[src/rtl/owm_pkg.sv]
// ----------------------------------------------------------------------------
// owm_pkg
// Types and constants shared by the one-wire bus master core.
// ----------------------------------------------------------------------------
`default_nettype none

package owm_pkg;

	localparam int CFG_WIDTH = 10;
	localparam int CFG_COUNT = 8;
	localparam int CFG_INDEX_WIDTH = 3;

	// register indexes
	localparam logic [CFG_INDEX_WIDTH-1:0] REG_RESET_LOW     = 3'd0;
	localparam logic [CFG_INDEX_WIDTH-1:0] REG_PRESENCE_WAIT = 3'd1;
	localparam logic [CFG_INDEX_WIDTH-1:0] REG_RESET_RECOVER = 3'd2;
	localparam logic [CFG_INDEX_WIDTH-1:0] REG_WRITE_LOW     = 3'd3;
	localparam logic [CFG_INDEX_WIDTH-1:0] REG_WRITE_HOLD    = 3'd4;
	localparam logic [CFG_INDEX_WIDTH-1:0] REG_READ_LOW      = 3'd5;
	localparam logic [CFG_INDEX_WIDTH-1:0] REG_READ_SAMPLE   = 3'd6;
	localparam logic [CFG_INDEX_WIDTH-1:0] REG_READ_RECOVER  = 3'd7;

	// register reset values, in ticks
	localparam logic [CFG_WIDTH-1:0] RST_RESET_LOW     = 10'd500;
	localparam logic [CFG_WIDTH-1:0] RST_PRESENCE_WAIT = 10'd70;
	localparam logic [CFG_WIDTH-1:0] RST_RESET_RECOVER = 10'd500;
	localparam logic [CFG_WIDTH-1:0] RST_WRITE_LOW     = 10'd10;
	localparam logic [CFG_WIDTH-1:0] RST_WRITE_HOLD    = 10'd50;
	localparam logic [CFG_WIDTH-1:0] RST_READ_LOW      = 10'd5;
	localparam logic [CFG_WIDTH-1:0] RST_READ_SAMPLE   = 10'd5;
	localparam logic [CFG_WIDTH-1:0] RST_READ_RECOVER  = 10'd50;

	// command codes
	localparam logic [1:0] ACT_NONE  = 2'd0;
	localparam logic [1:0] ACT_RESET = 2'd1;
	localparam logic [1:0] ACT_WRITE = 2'd2;
	localparam logic [1:0] ACT_READ  = 2'd3;

	typedef enum logic [2:0] {
		PH_IDLE    = 3'd0,
		PH_LOW     = 3'd1,
		PH_HOLD    = 3'd2,
		PH_WAIT    = 3'd3,
		PH_RECOVER = 3'd4
	} phase_t;

	typedef struct packed {
		logic [CFG_WIDTH-1:0] reset_low;
		logic [CFG_WIDTH-1:0] presence_wait;
		logic [CFG_WIDTH-1:0] reset_recover;
		logic [CFG_WIDTH-1:0] write_low;
		logic [CFG_WIDTH-1:0] write_hold;
		logic [CFG_WIDTH-1:0] read_low;
		logic [CFG_WIDTH-1:0] read_sample;
		logic [CFG_WIDTH-1:0] read_recover;
	} cfg_t;

	typedef struct packed {
		logic       drive_low;
		logic       busy;
		logic       done;
		logic       presence;
		logic [7:0] rx_byte;
	} result_t;

	// a zero length behaves as one tick
	function automatic logic [CFG_WIDTH-1:0] span(input logic [CFG_WIDTH-1:0] v);
		span = (v == '0) ? CFG_WIDTH'(1) : v;
	endfunction

endpackage

`default_nettype wire

[src/rtl/owm_cfg_regs.sv]
// ----------------------------------------------------------------------------
// owm_cfg_regs
// Timing register file, written through a valid/ready port.
// ----------------------------------------------------------------------------
`default_nettype none

module owm_cfg_regs
	import owm_pkg::*;
(
	input  wire logic                       clk,
	input  wire logic                       arst_n,
	input  wire logic                       wr_en,
	input  wire logic [CFG_INDEX_WIDTH-1:0] wr_index,
	input  wire logic [CFG_WIDTH-1:0]       wr_data,
	output cfg_t                            cfg
);

	cfg_t cfg_q;

	always_ff @(posedge clk or negedge arst_n) begin
		if (!arst_n) begin
			cfg_q.reset_low     <= RST_RESET_LOW;
			cfg_q.presence_wait <= RST_PRESENCE_WAIT;
			cfg_q.reset_recover <= RST_RESET_RECOVER;
			cfg_q.write_low     <= RST_WRITE_LOW;
			cfg_q.write_hold    <= RST_WRITE_HOLD;
			cfg_q.read_low      <= RST_READ_LOW;
			cfg_q.read_sample   <= RST_READ_SAMPLE;
			cfg_q.read_recover  <= RST_READ_RECOVER;
		end else if (wr_en) begin
			unique case (wr_index)
				REG_RESET_LOW:     cfg_q.reset_low     <= wr_data;
				REG_PRESENCE_WAIT: cfg_q.presence_wait <= wr_data;
				REG_RESET_RECOVER: cfg_q.reset_recover <= wr_data;
				REG_WRITE_LOW:     cfg_q.write_low     <= wr_data;
				REG_WRITE_HOLD:    cfg_q.write_hold    <= wr_data;
				REG_READ_LOW:      cfg_q.read_low      <= wr_data;
				REG_READ_SAMPLE:   cfg_q.read_sample   <= wr_data;
				REG_READ_RECOVER:  cfg_q.read_recover  <= wr_data;
				default: ;
			endcase
		end
	end

	assign cfg = cfg_q;

endmodule

`default_nettype wire

[src/rtl/owm_engine.sv]
// ----------------------------------------------------------------------------
// owm_engine
// Bus timing state machine: one tick per step, gives the tick's result.
// ----------------------------------------------------------------------------
`default_nettype none

module owm_engine
	import owm_pkg::*;
#(
	parameter int TICK_COUNT_WIDTH = 10
) (
	input  wire logic       clk,
	input  wire logic       arst_n,
	input  wire logic       step,
	input  wire logic [1:0] action,
	input  wire logic [7:0] tx_byte,
	input  wire logic       line_level,
	input  wire cfg_t       cfg,
	output result_t         res
);

	localparam int CW = ((TICK_COUNT_WIDTH > CFG_WIDTH) ? TICK_COUNT_WIDTH : CFG_WIDTH) + 1;

	phase_t                      ph_q, ph_n, ph_cur;
	logic [TICK_COUNT_WIDTH-1:0] tick_q, tick_n, tick_cur;
	logic [2:0]                  bit_q, bit_n, bit_cur;
	logic [1:0]                  kind_q, kind_n;
	logic [7:0]                  shift_q, shift_n;
	logic                        pres_q, pres_n;
	logic [7:0]                  read_q, read_n;
	logic                        drive, done, is_reset, is_write;
	logic [CFG_WIDTH-1:0]        len;
	logic [CW-1:0]               tick_inc;

	always_ff @(posedge clk or negedge arst_n) begin
		if (!arst_n) begin
			ph_q    <= PH_IDLE;
			tick_q  <= '0;
			bit_q   <= '0;
			kind_q  <= ACT_NONE;
			shift_q <= '0;
			pres_q  <= 1'b1;
			read_q  <= '0;
		end else if (step) begin
			ph_q    <= ph_n;
			tick_q  <= tick_n;
			bit_q   <= bit_n;
			kind_q  <= kind_n;
			shift_q <= shift_n;
			pres_q  <= pres_n;
			read_q  <= read_n;
		end
	end

	always_comb begin
		ph_cur   = ph_q;
		tick_cur = tick_q;
		bit_cur  = bit_q;
		kind_n   = kind_q;
		shift_n  = shift_q;
		pres_n   = pres_q;
		read_n   = read_q;
		drive    = 1'b0;
		done     = 1'b0;
		len      = CFG_WIDTH'(1);

		// command taken only from idle; the accepting tick is the first low tick
		if (ph_q == PH_IDLE && action != ACT_NONE) begin
			kind_n   = action;
			shift_n  = (action == ACT_WRITE) ? tx_byte : 8'h00;
			bit_cur  = '0;
			tick_cur = '0;
			ph_cur   = PH_LOW;
		end

		is_reset = (kind_n == ACT_RESET);
		is_write = (kind_n == ACT_WRITE);

		unique case (ph_cur)
			PH_LOW: begin
				drive = 1'b1;
				len   = is_reset ? span(cfg.reset_low) :
					(is_write ? span(cfg.write_low) : span(cfg.read_low));
			end
			PH_HOLD: begin
				drive = ~shift_n[bit_cur];
				len   = span(cfg.write_hold);
			end
			PH_WAIT: begin
				len = is_reset ? span(cfg.presence_wait) : span(cfg.read_sample);
			end
			PH_RECOVER: begin
				len = is_reset ? span(cfg.reset_recover) : span(cfg.read_recover);
				// sample on the first recovery tick
				if (tick_cur == '0) begin
					if (is_reset)
						pres_n = line_level;
					else
						shift_n[bit_cur] = shift_n[bit_cur] | line_level;
				end
			end
			default: ;
		endcase

		ph_n     = ph_cur;
		tick_n   = tick_cur;
		bit_n    = bit_cur;
		tick_inc = CW'(tick_cur) + CW'(1);

		if (ph_cur != PH_IDLE && ph_cur != PH_LOW && ph_cur != PH_HOLD &&
				ph_cur != PH_WAIT && ph_cur != PH_RECOVER) begin
			ph_n = PH_IDLE;
		end else if (ph_cur != PH_IDLE) begin
			if (tick_inc < CW'(len) && tick_cur != '1) begin
				tick_n = tick_inc[TICK_COUNT_WIDTH-1:0];
			end else begin
				tick_n = '0;
				unique case (ph_cur)
					PH_LOW:  ph_n = is_write ? PH_HOLD : PH_WAIT;
					PH_HOLD: begin
						if (bit_cur == 3'd7) begin
							ph_n = PH_IDLE;
							done = 1'b1;
						end else begin
							bit_n = bit_cur + 3'd1;
							ph_n  = PH_LOW;
						end
					end
					PH_WAIT: ph_n = PH_RECOVER;
					default: begin
						if (is_reset) begin
							ph_n = PH_IDLE;
							done = 1'b1;
						end else if (bit_cur == 3'd7) begin
							read_n = shift_n;
							ph_n   = PH_IDLE;
							done   = 1'b1;
						end else begin
							bit_n = bit_cur + 3'd1;
							ph_n  = PH_LOW;
						end
					end
				endcase
			end
		end

		res.drive_low = drive;
		res.busy      = (ph_n != PH_IDLE);
		res.done      = done;
		res.presence  = pres_n;
		res.rx_byte   = read_n;
	end

endmodule

`default_nettype wire

[src/rtl/one_wire_bus_master_core.sv]
// ----------------------------------------------------------------------------
// one_wire_bus_master_core
// One-wire bus master with reset/presence, byte write and byte read commands.
// ----------------------------------------------------------------------------
// Usage:
//   Every request on the input channel is one bus tick (normally 1 us) and
//   carries action, tx_byte and the sampled line_level. Each request gives
//   exactly one result: drive_low for that tick, busy_res, done_res, the last
//   presence_level and the rx_byte of the last completed read.
//   Commands (reset, write byte, read byte) are taken only while idle; a
//   command sent while busy is dropped. Phase lengths come from eight timing
//   registers written over the cfg port (cfg_ready is always high); write
//   them only while the core is idle.
//   A request is held in the input register, and its result is registered in
//   the output register. Throughput: one request per clock cycle while
//   out_stall is low, as the timing state machine steps once per request.
//   When out_stall is held the result register holds its value, the input
//   register fills and in_stall rises in the same cycle; nothing is lost.
//   Reset (arst_n low) empties both registers, returns the timing registers
//   to their defaults and the state machine to idle with presence at one.
// ----------------------------------------------------------------------------
`default_nettype none

module one_wire_bus_master_core
	import owm_pkg::*;
#(
	parameter int TICK_COUNT_WIDTH = 10
) (
	input  wire logic                       clk,
	input  wire logic                       arst_n,
	input  wire logic                       in_valid,
	output logic                            in_stall,
	input  wire logic [1:0]                 action,
	input  wire logic [7:0]                 tx_byte,
	input  wire logic                       line_level,
	output logic                            out_valid,
	input  wire logic                       out_stall,
	output logic                            drive_low,
	output logic                            busy_res,
	output logic                            done_res,
	output logic                            presence_level,
	output logic [7:0]                      rx_byte,
	input  wire logic                       cfg_valid,
	output logic                            cfg_ready,
	input  wire logic [CFG_INDEX_WIDTH-1:0] cfg_index,
	input  wire logic [CFG_WIDTH-1:0]       cfg_data
);

	cfg_t       cfg;
	result_t    res;
	result_t    res_q;
	logic       valid_s1, out_valid_q;
	logic [1:0] action_s1;
	logic [7:0] tx_byte_s1;
	logic       line_s1;
	logic       out_load, advance, accept;

	assign cfg_ready = 1'b1;
	assign out_load  = !out_valid_q || !out_stall;
	assign advance   = valid_s1 && out_load;
	assign in_stall  = valid_s1 && !out_load;
	assign accept    = in_valid && !in_stall;

	owm_cfg_regs u_cfg (
		.clk      (clk),
		.arst_n   (arst_n),
		.wr_en    (cfg_valid && cfg_ready),
		.wr_index (cfg_index),
		.wr_data  (cfg_data),
		.cfg      (cfg)
	);

	owm_engine #(
		.TICK_COUNT_WIDTH (TICK_COUNT_WIDTH)
	) u_engine (
		.clk        (clk),
		.arst_n     (arst_n),
		.step       (advance),
		.action     (action_s1),
		.tx_byte    (tx_byte_s1),
		.line_level (line_s1),
		.cfg        (cfg),
		.res        (res)
	);

	always_ff @(posedge clk or negedge arst_n) begin
		if (!arst_n) begin
			valid_s1 <= 1'b0;
		end else if (accept) begin
			valid_s1 <= 1'b1;
		end else if (advance) begin
			valid_s1 <= 1'b0;
		end
	end

	always_ff @(posedge clk) begin
		if (accept) begin
			action_s1  <= action;
			tx_byte_s1 <= tx_byte;
			line_s1    <= line_level;
		end
	end

	always_ff @(posedge clk or negedge arst_n) begin
		if (!arst_n) begin
			out_valid_q <= 1'b0;
		end else if (out_load) begin
			out_valid_q <= valid_s1;
		end
	end

	always_ff @(posedge clk) begin
		if (advance) begin
			res_q <= res;
		end
	end

	assign out_valid      = out_valid_q;
	assign drive_low      = res_q.drive_low;
	assign busy_res       = res_q.busy;
	assign done_res       = res_q.done;
	assign presence_level = res_q.presence;
	assign rx_byte        = res_q.rx_byte;

endmodule

`default_nettype wire

[config.mk]
export PLATFORM = sky130hd
export DESIGN_NAME = one_wire_bus_master_core
export DESIGN_NICKNAME = d
export VERILOG_FILES = /design/src/rtl/owm_pkg.sv /design/src/rtl/owm_cfg_regs.sv /design/src/rtl/owm_engine.sv /design/src/rtl/one_wire_bus_master_core.sv
export SDC_FILE = /design/constraint.sdc
export NUM_CORES = 1
export LEC_CHECK = 0
export ABC_AREA = 1
export ABC_CLOCK_PERIOD_IN_PS = 3700
export BUFFER_PORTS_ARGS = -buffer_cell sky130_fd_sc_hd__buf_2
export CORE_ASPECT_RATIO = 0.75
export CORE_MARGIN = 2
export CORE_UTILIZATION = 45
export CTS_BUF_LIST = sky130_fd_sc_hd__clkbuf_16
export DETAILED_ROUTE_END_ITERATION = 8
export SYNTH_ARGS = -nofsm -noshare
export SYNTH_HDL_FRONTEND = slang
export SYNTH_SLANG_ARGS = --single-unit
[constraint.sdc]
create_clock -name clk -period 3.7 [get_ports clk]
set_input_delay 0.37 -clock clk [delete_from_list [all_inputs] [get_ports clk]]
set_output_delay 0.37 -clock clk [all_outputs]
set_load 0.01 [all_outputs]
Word-level counts from Yosys, hierarchy flattened
Index checks and enable logic that the tools add are counted.
{"block": "word_totals", "regBits": 140, "input_bits": 29, "output_inout_bits": 15}
{"block": "classes", "add_sub_neg": 2, "order_cmp": 3, "eq_ne": 20, "muxes": 58, "n_bitwise": 3, "n_reduce_logical": 41}
{"op": "10-bit 2-to-1 mux", "n": 16}
{"op": "10-bit zero test", "n": 9}
{"op": "8-bit 2-to-1 mux", "n": 11}
{"op": "10-bit case mux with 4 select lines", "n": 1}
{"op": "3-bit 2-to-1 mux", "n": 11}
{"op": "3-bit equality test (second input constant)", "n": 6}
{"op": "2-bit AND reduction", "n": 8}
{"op": "3-bit by 2-bit equality test with 1-bit output (second input constant)", "n": 4}
{"op": "10-bit by 1-bit adder with 11-bit output (second input constant)", "n": 1}
{"op": "11-bit by 10-bit < comparator with 1-bit output", "n": 1}
{"op": "1-bit 2-to-1 mux", "n": 11}
{"op": "1-bit logical AND", "n": 10}
{"op": "10-bit inequality test (second input constant)", "n": 1}
{"op": "3-bit case mux with 3 select lines", "n": 1}
{"op": "8-bit bitwise mux", "n": 1}
{"op": "3-bit by 1-bit equality test with 1-bit output (second input constant)", "n": 2}
{"op": "3-bit zero test", "n": 2}
{"op": "3-bit by 2-bit inequality test with 1-bit output (second input constant)", "n": 2}
{"op": "3-bit case mux with 2 select lines", "n": 1}
{"op": "3-bit nonzero test", "n": 2}
{"op": "3-bit OR reduction", "n": 2}
{"op": "2-bit equality test (second input constant)", "n": 2}
{"op": "1-bit zero test", "n": 4}
{"op": "3-bit by 4-bit < comparator with 1-bit output (second input constant)", "n": 1}
{"op": "other kinds (14)", "n": 17}

Longest topological paths before layout
{"block": "logic_depth", "depth_word": 17, "mapped_depth": 28, "mapped_depth_nobuf": 26}

By module
Synthesis repeated with hierarchy kept, for this count alone.
{"block": "hier_totals", "cells_unflattened": 1023, "area_unflattened_um2": 7896.3}
{"module": "owm_engine", "instances": 1, "cells_per_inst": 621, "area_per_inst_um2": 3784.9}
{"module": "owm_cfg_regs", "instances": 1, "cells_per_inst": 365, "area_per_inst_um2": 3314.4}
{"module": "one_wire_bus_master_core", "instances": 1, "cells_per_inst": 37, "area_per_inst_um2": 797.0}

Worst setup path before layout
Ideal clock, no wire load.
{"block": "synth_timing", "path_type": "register to register", "startpoint": "reg u_engine.ph_q[0]", "endpoint": "reg res_q (netlist bit busy_res), data pin", "arrival_time_ns": 3.306, "required_ns": 3.441, "setup_slack_ns": 0.135, "stages_incl_launch_ff": 24, "path_buffers": 3, "period_less_slack_ns": 3.565, "path_cell_list": "dfrtp_1 nor2_4 nand4_1 nand2_4 nand2_4 buf_4 clkbuf_1 o21ai_0 o22ai_1 a311oi_1 ha_1 a21oi_1 o21ai_0 a21oi_1 nor2_1 o21ai_0 nand2_1 a31oi_1 nand2_4 buf_6 inv_2 nand2_1 nand2_1 nand3_1"}
{"element": "from (decl)", "line": "owm_engine.sv:24", "rtl": "phase_t ph_q, ph_n, ph_cur;"}
{"element": "from (signal assigned)", "line": "owm_engine.sv:45", "rtl": "ph_q <= ph_n;"}
{"element": "to (signal assigned)", "line": "one_wire_bus_master_core.sv:114", "rtl": "res_q <= res;"}
{"element": "to (decl)", "line": "one_wire_bus_master_core.sv:51", "rtl": "result_t res_q;"}

==> run_results.csv <==
group,metric,value,unit
clock_tree,cts_tree,"built",
die,start_util,46.23,%
run,cap_violations,0,
worst_setup_path,path_buf_inv,3,
drt,finalWirelength,21560,µm
die,core,0.01612,mm²
synth,synth-seq-cells,140,
synth,synth_most_common_cell,"nand2_1",
synth,synth_fp_nets,970,
drt,drtIter0Drc,754,
final_layout,finish.utilization,56.43,%
synth,synth_edf_count,23,
die,die_w,152.6,µm
worst_setup_path,cp_top_family,"simple AND/OR/NAND/NOR gates",
worst_setup_path,critPathLaunchType,"flop",
synth,syn_inst,929,
sta,fin_ws,0.05558,ns
die,num_rows,40,
drt,via_per_inst,5.426,
synth,synth_top_flop_cell,"dfrtp_1",
clock_tree,clockRootBuffer,"clkbuf_16",
status,status,"complete, no violations",
grt,grt_pass1_vias,6049,
place,post-place-ws,-0.1024,ns
die,die_area,0.01761,mm²
clock_tree,clkTransAtPathRegs,0.07,ns
synth,synth_top_area_share,29.89,%
die,die_h,115.4,µm
sta,finalCritPeriodShare,98.50,%
worst_setup_path,cpPeakStageDelay,0.41,ns
synth,syn-cell-area,0.007451,mm²
grt,grt.overflow.total,0,
sta,worst_slew_pin_slew,1.207,ns
final_layout,drive_above_1_share,22.44,%
synth,yosysWarningCount,0,
grt,antenna_found_initial,0,
drt,remaining_drc_errors,0,
worst_setup_path,cp_max_fo,9,
sta,fmax,274.4,MHz
synth,ys_seq_area_share,49.03,%
synth,ys_top_cells_by_count,"231 x nand2_1, 135 x o21ai_0, 89 x dfrtp_1, 89 x nor2_1, 86 x inv_1",
pwr,power_density,913.1,mW/mm²
worst_setup_path,worstSetupEndpointType,"flop",
drt,wl_per_cell,17.46,µm
sta,relSlewSlack,19.11,%
sta,rsz0062_at_grt,"true",
place,gp_congestion,0.9500,
worst_setup_path,crit_path_top_delay_cell,"dfrtp_1",
clock_tree,numCtsBuffers,17,
synth,async_flop_share,83.57,%
die,ioPinCount,44,
final_layout,num-fill-cells,1484,
final_layout,n_antenna_cell,0,
sta,setup_violations,0,
synth,synth.distinct_cells,48,
drt,num_vias,6701,
final_layout,syn_to_final_growth,22.05,%
clock_tree,clock_latency,0.43,ns
worst_setup_path,crit_chain,"nor2_4 > nand4_1 > nand2_4 > nand2_8 > buf_4 > o21ai_1 > o22ai_1 > a211oi_2 > buf_4 > ha_1 > a21oi_2 > o21ai_1 > a21oi_1 > nor2_1 > o21ai_1 > nand2_1 > a31oi_4 > nand2_4 > buf_4 > nand4_1 > and2_1",
pwr,peakVddDrop,0.0004865,V
worst_setup_path,crit_required,3.89,ns
min_path,min_path_type,"in -> reg",
worst_setup_path,cp_data_arrival_time,3.83,ns
sta,period_minus_slack,3.644,ns
clock_tree,cts_max_level,4,
worst_setup_path,worst-setup-path-type,"reg -> reg",
synth,yosys.area.top_type,"dfrtp_1",
synth,avgSynthCellArea,8.020,µm²
place,dp_hpwl,15440,µm
sta,hold_violations,0,
drt,firstDrtPassIters,5,
grt,grt_max_degree,90,
pwr,cellLeakagePower,4.273,nW
sta,fin_skew,0.008822,ns
clock_tree,cts.sinks,140,
synth,synth_area_leaders,"dfrtp_1 30%, nand2_1 12%, dfstp_2 9.9%",
grt,track_usage,25.23,%
place,io_buffers,42,
grt,grt_pass1_wl,34170,µm
clock_tree,cts_buffer_depth,2,
final_layout,num-nets-final,1053,
sta,drv_slew,0,
drt,ant_nets,0,
## repair_timing
action                                  4_1_cts  5_1_grt
gates resized for setup                       5       59
gates cloned                                  0        2
endpoints found under the setup margin       12       34
buffers inserted                              1        5
hold endpoints to repair                     23        0
pin swaps                                     2       14
hold buffers                                  1        0
## kinds of logic after synthesis
logic type / after synthesis / share of synthesized area (%)
and+or+nand+nor: 433 / 25.63
xor gates and xnor gates: 5 / 0.5877
DFF: 140 / 49.03
adders and majority gates: 12 / 2.015
other: 1 / 0.05033
muxes: 3 / 0.4030
AOI/OAI and AO/OA: 205 / 15.30
buffers and inverters: 130 / 6.986
## layout by cell type (no fill, tap or decap), types with 5 or more instances in the layout
cell | synthesis | layout
nand2_1 | 231 | 221
o21ai_0 | 135 | 124
dfrtp_1 | 89 | 89
nor2_1 | 89 | 86
inv_1 | 86 | 82
nand3_1 | 60 | 58
buf_4 | 4 | 50
buf_2 | 2 | 41
dfstp_2 | 28 | 28
edfxtp_1 | 23 | 23
a21oi_1 | 22 | 20
nand2_2 | 7 | 18
clkbuf_16 | 0 | 18
nand4_1 | 16 | 16
o21ai_1 | 7 | 13
ha_1 | 12 | 10
inv_2 | 8 | 9
a221oi_1 | 11 | 9
and2_1 | 7 | 7
o21ai_2 | 2 | 6
a22oi_1 | 7 | 6
nor2_2 | 3 | 5
## through the flow
step | area, µm² | TNS, ns | hold slack, ns | total power, W | instances
final | 9094 | 0 | 0.1102 | 0.008304 | 1235
after global routing | 9094 | -4.159 | 0.09678 | 0.008905 | 1235
after detailed placement | 8153 | -0.6988 | 0.3342 | 0.005883 | 1194
after floorplan | 7451 | 0 | 0.07441 | 0.004609 | 929
after CTS | 8813 | 0 | 0.09641 | 0.007776 | 1228
after global placement | 8153 | -0.03106 | 0.3307 | 0.005873 | 1194
## power by group
part / leakage [nW] / switching (W) / internal, W / total [W]
clock: 0.297 / 0.000707 / 0.00113 / 0.00183
sequential: 1.64 / 0.000271 / 0.00200 / 0.00227
combinational: 2.33 / 0.00256 / 0.00164 / 0.00420
total: 4.27 / 0.00354 / 0.00476 / 0.00830
## area by class of cell
| type | count | area, µm² | share of cell area (%) |
|---|---|---|---|
| repair buffers | 98 | 693.2 | 7.622 |
| well taps | 210 | 262.8 | 2.889 |
| inverters | 95 | 364.1 | 4.004 |
| clock inverters | 15 | 196.4 | 2.160 |
| flip-flops and latches | 140 | 3654 | 40.18 |
| clock buffers | 17 | 425.4 | 4.678 |
| multi-input cells | 660 | 3498 | 38.47 |
## metal layers
layer | vias up | global-route usage, % | routed length, µm
li1 | 3264 | - | -
met1 | 3139 | 41.03 | 10860
met2 | 279 | 33.18 | 8432
met3 | 19 | 5.797 | 2022
met4 | 0 | 6.420 | 240
met5 | - | 0 | 0
## flip-flops by register name (all words and copies together) (netlist names)
name	count
action_s1	2
busy_res	1
done_res	1
drive_low	1
line_s1	1
out_valid	1
presence_level	1
rx_byte	8
tx_byte_s1	8
u_cfg.cfg	80
u_engine.bit_q	3
u_engine.kind_q	2
u_engine.ph_q	3
u_engine.pres_q	1
u_engine.read_q	8
u_engine.shift_q	8
u_engine.tick_q	10
valid_s1	1
## worst reg2reg max path, delay by kind of cell (launching register included)
family	cells	cell delay, ns
buffers and inverters	3	0.46
and+or+nand+nor	9	1.44
AOI/OAI and AO/OA	8	0.96
adders and majority gates	1	0.15
DFF	1	0.41
## worst paths after layout
path / from / slack (ns) / end / cells past startpoint
worst max register to register: u_engine.ph_q[1] / 0.06 / rx_byte[3] / 21
max in group asynchronous: arst_n / 2.45 / u_cfg.cfg[1] / 3
worst min-delay path: tx_byte[0] / 0.11 / tx_byte_s1[0] / 1
worst min register to register: u_engine.read_q[5] / 0.48 / u_engine.read_q[5] / 2
worst max-delay path: u_engine.ph_q[1] / 0.06 / rx_byte[3] / 21
min in group asynchronous: arst_n / 0.41 / u_cfg.cfg[73] / 2
Note: power is estimated with default switching activity, not from simulation.
